`config.mk`:
```
export PLATFORM = sky130hd
export DESIGN_NAME = depth_player_index_colorizer
export DESIGN_NICKNAME = d
export VERILOG_FILES = /design/src/rtl/dpic_pkg.sv /design/src/rtl/dpic_color.sv /design/src/rtl/depth_player_index_colorizer.sv
export SDC_FILE = /design/constraint.sdc
export NUM_CORES = 1
export LEC_CHECK = 0
export BUFFER_PORTS_ARGS = -buffer_cell sky130_fd_sc_hd__buf_2
export CAP_MARGIN = 20
export CORE_ASPECT_RATIO = 1.1
export CORE_UTILIZATION = 48
export CTS_CLUSTER_SIZE = 30
export DETAILED_ROUTE_END_ITERATION = 10
export PLACE_DENSITY = 0.76
export SETUP_SLACK_MARGIN = 0.3
export SLEW_MARGIN = 20
export SYNTH_ARGS = -nofsm -noshare
export SYNTH_HDL_FRONTEND = slang
export SYNTH_SLANG_ARGS = --single-unit
```
`constraint.sdc`:
```
create_clock -name clk_i -period 20.8 [get_ports clk_i]
set_input_delay 3.12 -clock clk_i [delete_from_list [all_inputs] [get_ports clk_i]]
set_output_delay 3.12 -clock clk_i [all_outputs]
set_load 0.05 [all_outputs]
```
`src/rtl/dpic_pkg.sv`:
```
// ----------------------------------------------------------------------------
// dpic_pkg
// Shared types and constants of the depth player index colorizer.
// ----------------------------------------------------------------------------
package dpic_pkg;

  localparam int unsigned SampleW  = 16;
  localparam int unsigned IdxW     = 3;
  localparam int unsigned DepthW   = SampleW - IdxW;
  localparam int unsigned RgbW     = 24;
  localparam int unsigned PlayersW = 6;
  localparam int unsigned CountW   = 3;
  localparam int unsigned OutW     = RgbW + PlayersW + CountW;
  localparam int unsigned OutBytesW = ((OutW + 7) / 8) * 8;

  localparam int unsigned AddrW = 5;

  // register indexes (paddr[4:2])
  localparam logic [2:0] RegBinaryMode  = 3'd0;
  localparam logic [2:0] RegInvertBin   = 3'd1;
  localparam logic [2:0] RegColorize    = 3'd2;
  localparam logic [2:0] RegRemoveBg    = 3'd3;
  localparam logic [2:0] RegDepthOnly   = 3'd4;

  typedef struct packed {
    logic binary_mode;
    logic invert_binary;
    logic colorize_players;
    logic remove_background;
    logic depth_only_format;
  } cfg_t;

endpackage

```
`src/rtl/dpic_color.sv`:
```
// ----------------------------------------------------------------------------
// dpic_color
// Per-pixel datapath: intensity from depth, colour selection, player flags.
// ----------------------------------------------------------------------------
module dpic_color (
  input  dpic_pkg::cfg_t                      cfg_i,
  input  logic [dpic_pkg::SampleW-1:0]        sample_i,
  input  logic [dpic_pkg::PlayersW-1:0]       seen_i,
  output logic [dpic_pkg::RgbW-1:0]           rgb_o,
  output logic [dpic_pkg::PlayersW-1:0]       seen_o,
  output logic [dpic_pkg::CountW-1:0]         count_o
);
  import dpic_pkg::*;

  logic [SampleW-1:0] word;
  logic [DepthW-1:0]  depth;
  logic [IdxW-1:0]    idx;
  logic               in_range;
  logic               bg;
  logic [16:0]        x17;     // depth * 17, max 69615
  logic [24:0]        xr;      // x17 * 240, reciprocal of 273 at 2^-16
  logic [7:0]         q_est;
  logic [16:0]        rem;
  logic [7:0]         quot;
  logic [7:0]         inten;
  logic [7:0]         half;
  logic [7:0]         quart;
  logic [7:0]         r_ch, g_ch, b_ch;

  function automatic logic [RgbW-1:0] grey(input logic [7:0] v);
    grey = {v, v, v};
  endfunction

  always_comb begin
    word = cfg_i.depth_only_format ? {sample_i[SampleW-IdxW-1:0], {IdxW{1'b0}}} : sample_i;
    depth = word[SampleW-1:IdxW];
    idx   = word[IdxW-1:0];
    in_range = (depth != '0) && (depth[DepthW-1] == 1'b0);
    bg = (idx == 3'd0) || (idx == 3'd7);

    // floor(depth*17/273): estimate is exact or one low, one correction step
    x17   = {depth[DepthW-2:0], 4'b0} + {5'b0, depth[DepthW-2:0]};
    xr    = {x17, 8'b0} - {4'b0, x17, 4'b0};
    q_est = xr[23:16];
    rem   = x17 - (17'(q_est) * 17'd273);
    quot  = (rem >= 17'd273) ? q_est + 8'd1 : q_est;
    inten = in_range ? 8'd255 - quot : 8'd0;
    half  = {1'b0, inten[7:1]};
    quart = {2'b0, inten[7:2]};

    r_ch = inten;
    g_ch = 8'd0;
    b_ch = 8'd0;
    case (idx)
      3'd2: g_ch = inten;
      3'd3: b_ch = inten;
      3'd4: g_ch = half;
      3'd5: b_ch = half;
      3'd6: begin
        g_ch = half;
        b_ch = half;
      end
      default: ;
    endcase

    if (cfg_i.binary_mode) begin
      rgb_o = (bg == cfg_i.invert_binary) ? grey(8'hFF) : '0;
    end else if (cfg_i.colorize_players) begin
      if (idx == 3'd0) begin
        rgb_o = cfg_i.remove_background ? '0 : grey(quart);
      end else if (idx == 3'd7) begin
        rgb_o = cfg_i.remove_background ? '0 : grey(8'd255 - half);
      end else begin
        rgb_o = {r_ch, g_ch, b_ch};
      end
    end else begin
      rgb_o = (bg && cfg_i.remove_background) ? '0 : grey(inten);
    end

    seen_o = seen_i;
    if (!bg) begin
      seen_o[idx - 3'd1] = 1'b1;
    end
    count_o = CountW'(seen_o[0]) + CountW'(seen_o[1]) + CountW'(seen_o[2])
            + CountW'(seen_o[3]) + CountW'(seen_o[4]) + CountW'(seen_o[5]);
  end

endmodule

```
`src/rtl/depth_player_index_colorizer.sv`:
```
// ----------------------------------------------------------------------------
// depth_player_index_colorizer
// Colours a stream of depth samples by intensity and player index.
// ----------------------------------------------------------------------------
//  port group   dir  width  contents
//  s_axis       in   16     sample
//  m_axis       out  40     rgb, active_players, player_count
//  apb          in   5/32   five 1-bit mode registers at 0x00..0x10
//
//  One word per cycle sustained while the output is not stalled; an
//  accepted word passes through the input register, then the result
//  register, before it is presented on the output.
//  The colour datapath between the two registers sets the clock rate.
//  Reset clears the mode registers, player flags and both valid bits.
//  A stalled output holds its word; input keeps flowing while the
//  input register can drain into the result register.
// ----------------------------------------------------------------------------
module depth_player_index_colorizer (
  input  logic                               clk_i,
  input  logic                               rst_ni,
  input  logic                               s_axis_tvalid,
  output logic                               s_axis_tready,
  input  logic [dpic_pkg::SampleW-1:0]       s_axis_tdata,   // [15:0] sample
  output logic                               m_axis_tvalid,
  input  logic                               m_axis_tready,
  // [23:0] rgb, [29:24] active_players, [32:30] player_count, rest zero
  output logic [dpic_pkg::OutBytesW-1:0]     m_axis_tdata,
  input  logic                               psel,
  input  logic                               penable,
  input  logic                               pwrite,
  input  logic [dpic_pkg::AddrW-1:0]         paddr,
  input  logic [31:0]                        pwdata,
  output logic [31:0]                        prdata,
  output logic                               pready
);
  import dpic_pkg::*;

  cfg_t                 cfg_q;
  logic                 s1_valid_q, s1_valid_d;
  logic [SampleW-1:0]   s1_sample_q;
  logic                 m_valid_q, m_valid_d;
  logic [OutW-1:0]      m_data_q;
  logic [PlayersW-1:0]  seen_q;
  logic [RgbW-1:0]      rgb;
  logic [PlayersW-1:0]  seen_new;
  logic [CountW-1:0]    count;
  logic                 out_adv;
  logic                 in_acc;
  logic                 fire;
  logic                 cfg_wr;
  logic [2:0]           reg_idx;

  assign pready  = 1'b1;
  assign reg_idx = paddr[AddrW-1:2];
  assign cfg_wr  = psel && penable && pwrite;

  always_ff @(posedge clk_i or negedge rst_ni) begin
    if (!rst_ni) begin
      cfg_q <= '0;
    end else if (cfg_wr) begin
      unique case (reg_idx)
        RegBinaryMode: cfg_q.binary_mode       <= pwdata[0];
        RegInvertBin:  cfg_q.invert_binary     <= pwdata[0];
        RegColorize:   cfg_q.colorize_players  <= pwdata[0];
        RegRemoveBg:   cfg_q.remove_background <= pwdata[0];
        RegDepthOnly:  cfg_q.depth_only_format <= pwdata[0];
        default: ;
      endcase
    end
  end

  always_comb begin
    prdata = '0;
    unique case (reg_idx)
      RegBinaryMode: prdata[0] = cfg_q.binary_mode;
      RegInvertBin:  prdata[0] = cfg_q.invert_binary;
      RegColorize:   prdata[0] = cfg_q.colorize_players;
      RegRemoveBg:   prdata[0] = cfg_q.remove_background;
      RegDepthOnly:  prdata[0] = cfg_q.depth_only_format;
      default: ;
    endcase
  end

  // two-register pipeline; stage 1 moves on whenever the result slot frees
  assign out_adv       = !m_valid_q || m_axis_tready;
  assign s_axis_tready = !s1_valid_q || out_adv;
  assign in_acc        = s_axis_tvalid && s_axis_tready;
  assign fire          = s1_valid_q && out_adv;
  assign s1_valid_d    = in_acc || (s1_valid_q && !out_adv);
  assign m_valid_d     = out_adv ? s1_valid_q : m_valid_q;

  dpic_color u_color (
    .cfg_i    (cfg_q),
    .sample_i (s1_sample_q),
    .seen_i   (seen_q),
    .rgb_o    (rgb),
    .seen_o   (seen_new),
    .count_o  (count)
  );

  always_ff @(posedge clk_i or negedge rst_ni) begin
    if (!rst_ni) begin
      s1_valid_q <= 1'b0;
      m_valid_q  <= 1'b0;
      seen_q     <= '0;
    end else begin
      s1_valid_q <= s1_valid_d;
      m_valid_q  <= m_valid_d;
      if (fire) begin
        seen_q <= seen_new;
      end
    end
  end

  always_ff @(posedge clk_i) begin
    if (in_acc) begin
      s1_sample_q <= s_axis_tdata;
    end
    if (fire) begin
      m_data_q <= {count, seen_new, rgb};
    end
  end

  assign m_axis_tvalid = m_valid_q;
  assign m_axis_tdata  = {{(OutBytesW - OutW){1'b0}}, m_data_q};

endmodule

```
==> metrics <==
starting density of the core=49.5%; most used flip-flop cell after synthesis=sky130_fd_sc_hd__edfxtp_1; fraction of final layout cells with drive strength greater than 1=16.0%; Chip Width=114 µm; Total Wirelength=14100 µm; hold_buf cts=0; Routed WL per cell=14.7 µm; proportion of synthesized chip area in sequential cells=27.4%; cell count after synthesis=713; clock tree skew after final layout=0.00875 ns; launch instance of the worst register-to-register path=cfg_q[0]$_DFFE_PN0P_; critical path's largest stage delay=1.00 ns; maximum fanout along the worst path=29; via density per instance=5.49; die span in y=125 µm; Top Ports=135; Skew-Pair Late Insertion Delay=0.33 ns; number of buffers inserted by post-CTS setup repair=0; async set-or-reset flop fraction in the synthesized netlist=21.0%; met2 layer usage reported by global route=33.9%; number of buffer cells added on primary ports=62; global-route track usage on met3=3.75%; critical path capture point type=flop; clock tree buffer depth=2; final hold violations=0; worst slew margin relative to its limit=31.6%; count of flip-flops with a built-in enable after synthesis=49; Critical Path Source=cfg_q[0]$_DFFE_PN0P_; Setup crit end=m_data_q[17]$_DFFE_PP_; H-tree Lvls=3; number of design rule violations left after detail routing=0; RSZ-0062 raised after global routing=no; portion of the clock cycle consumed by the worst path in the final layout=51.3%; via count=5270; critical path required time=20.86 ns; upper clock frequency limit=0.0938 GHz; largest net degree at the start of global routing=40; Core Region=0.0133 mm²; DP Wirelength=11400 µm; area delta synth->final=9.55%; global-route wire length before repair=23600 µm; number of global-route vias before repair=4894; Reg2Reg Depth=35; routing layer with the top usage in global route=met2; fraction of met1 tracks used by global routing=28.3%; min cycle time layout=10.66 ns; final antenna-violating net count=0; initial antenna violation count=0; all-layer global routing usage=20.8%; Syn Area/Cell=9.21 µm²; crit path kind=flop to flop; floorplan die area=0.0142 mm²; r2r endpoint=m_data_q[17]$_DFFE_PP_; Reg clk slew, reported paths=0.05 ns; Worst-Margin Slew=1.02 ns; library cells used by synthesis=90; cell with the largest stage delay on the worst path=sky130_fd_sc_hd__dfrtp_1; setup tns final=0 ns; count of instances resized after the clock tree is built=0; global route total overflow=0; total of endpoints with negative setup slack in the final report=0; number of nets in the layout=914; run status=finished clean; diode insertion count for antenna repair=0; critical path launch point type=flop; number of register bits inferred by synthesis=62; clock sink total=62; number of DRC markers in iteration 0=300; cell chosen for the clock root=sky130_fd_sc_hd__clkbuf_16; max capacitance violation total=0; arrival time worst endpoint=10.72 ns; Min-Delay Path Class=flop to flop; TritonCTS clock tree=done; final weighted congestion in routability-driven placement=0.899; Std-Cell Rows=44; number of inserted filler cells in the final layout=1224; final hold slack=0.492 ns; R2R Setup Slk=10.14 ns; post-synthesis cell area=0.00657 mm²; number of search-and-repair iterations in the first detailed-routing pass=4; number of CTS-inserted buffers=9; max-slew violation count=0; count of warnings emitted by yosys=0
## stage by stage
stage                     util, %  area (µm²)  cells  setup WS, ns
after global routing         54.2        7190    960          9.30
after detailed placement     52.0        6900    944         10.20
final                        54.2        7190    960         10.14
after CTS                    54.2        7190    960         10.19
after floorplan                 -        6710    750         11.62
after global placement       52.0        6900    944         10.34
## routing by layer
layer	routed length [µm]	vias to the layer above	share of wire (%)
met2	6700	158	48
met1	6490	2480	46
met3	696	17	4.9
met4	191	0	1.4
li1	-	2615	-
met5	0	-	0
## registers in the layout, indices dropped and copies added (netlist names)
register	cells
cfg_q	5
seen_q	6
m_data_q	33
s1_sample_q	16
s1_valid_q	1
m_axis_tvalid	1
## layout make-up
cell class	count	area [µm²]	area share, %
multi-input cells	552	4240	58.9
flip-flops and latches	62	1800	25.0
repair buffers	65	333	4.63
inverters	81	304	4.23
clock buffers	13	272	3.77
well taps	184	230	3.20
clock inverters	3	17.5	0.244
## cell usage in the layout (no fill, tap or decap), types with 9 or more instances in the layout
master / count
sky130_fd_sc_hd__edfxtp_1: 49
sky130_fd_sc_hd__o21ai_0: 23
sky130_fd_sc_hd__dfrtp_1: 13
sky130_fd_sc_hd__buf_2: 62
sky130_fd_sc_hd__o31ai_1: 9
sky130_fd_sc_hd__fa_1: 13
sky130_fd_sc_hd__nand2b_1: 17
sky130_fd_sc_hd__conb_1: 39
sky130_fd_sc_hd__o21a_1: 11
sky130_fd_sc_hd__nand3_1: 24
sky130_fd_sc_hd__nand2_1: 54
sky130_fd_sc_hd__a21o_1: 12
sky130_fd_sc_hd__o211ai_1: 11
sky130_fd_sc_hd__inv_1: 78
sky130_fd_sc_hd__xnor2_1: 22
sky130_fd_sc_hd__nor2_1: 40
sky130_fd_sc_hd__ha_1: 70
sky130_fd_sc_hd__clkbuf_16: 10
sky130_fd_sc_hd__xor2_1: 11
sky130_fd_sc_hd__a21oi_1: 33
sky130_fd_sc_hd__mux2i_1: 13
## cell families after synthesis
family / Yosys count / synth area share [%]
flops: 62 / 27.4
mux: 20 / 3.39
buf+inv: 136 / 10.2
xor+xnor: 40 / 6.23
fa+ha+maj: 83 / 17.3
other cells: 2 / 0.114
compound gates: 183 / 21.0
simple gates: 187 / 14.4
## critical path: cells and delay by family (launching register included)
| family | cells | cell delay (ns) |
|---|---|---|
| AO/OA/AOI/OAI | 16 | 4.10 |
| adder cells (fa/ha/maj) | 6 | 2.33 |
| flip-flops | 1 | 1.00 |
| AND/OR/NAND/NOR | 5 | 0.92 |
| XOR/XNOR | 2 | 0.80 |
| buffers and inverters | 5 | 0.65 |
| multiplexers | 1 | 0.55 |
## synthesized netlist by cell type, types with 4 or more instances
cell	instances	share of area (%)
sky130_fd_sc_hd__nor3_1	7	0.53
sky130_fd_sc_hd__nor2_1	40	2.3
sky130_fd_sc_hd__nand4_1	6	0.57
sky130_fd_sc_hd__inv_1	78	4.5
sky130_fd_sc_hd__fa_1	13	4.0
sky130_fd_sc_hd__buf_4	40	4.6
sky130_fd_sc_hd__o221ai_1	6	0.80
sky130_fd_sc_hd__xnor2_1	22	2.9
sky130_fd_sc_hd__nand2_1	54	3.1
sky130_fd_sc_hd__dfrtp_1	13	5.0
sky130_fd_sc_hd__xor2_1	11	1.5
sky130_fd_sc_hd__o211ai_1	11	1.3
sky130_fd_sc_hd__clkbuf_1	12	0.69
sky130_fd_sc_hd__mux2i_1	13	2.0
sky130_fd_sc_hd__and2_1	6	0.57
sky130_fd_sc_hd__nor2b_1	7	0.67
sky130_fd_sc_hd__a21o_1	12	1.4
sky130_fd_sc_hd__a21oi_1	33	2.5
sky130_fd_sc_hd__a2bb2oi_1	5	0.67
sky130_fd_sc_hd__xor2_2	4	0.99
sky130_fd_sc_hd__nand2b_1	17	1.6
sky130_fd_sc_hd__o21a_1	11	1.3
sky130_fd_sc_hd__a211oi_1	6	0.69
sky130_fd_sc_hd__o21ai_0	23	1.8
sky130_fd_sc_hd__ha_1	70	13
sky130_fd_sc_hd__edfxtp_1	49	22
sky130_fd_sc_hd__o31ai_1	9	1.0
sky130_fd_sc_hd__mux2_2	5	0.86
sky130_fd_sc_hd__o22ai_1	8	0.76
sky130_fd_sc_hd__o31a_1	4	0.53
sky130_fd_sc_hd__nand3_1	24	1.8
## worst min-delay path by stage
stage,slack (ns),to,cells after the start,from
after floorplan,0.45,m_axis_tvalid$_DFFE_PN0P_,1,s1_valid_q$_DFF_PN0_
after global placement,0.47,seen_q[1]$_DFFE_PN0P_,1,seen_q[1]$_DFFE_PN0P_
after detailed placement,0.48,seen_q[1]$_DFFE_PN0P_,1,seen_q[1]$_DFFE_PN0P_
after CTS,0.49,seen_q[1]$_DFFE_PN0P_,1,seen_q[1]$_DFFE_PN0P_
after global routing,0.50,seen_q[1]$_DFFE_PN0P_,1,seen_q[1]$_DFFE_PN0P_
final,0.49,seen_q[1]$_DFFE_PN0P_,1,seen_q[1]$_DFFE_PN0P_
Power is not shown: default switching activity piles up to over one toggle a cycle in this logic, so the estimate is an artifact.
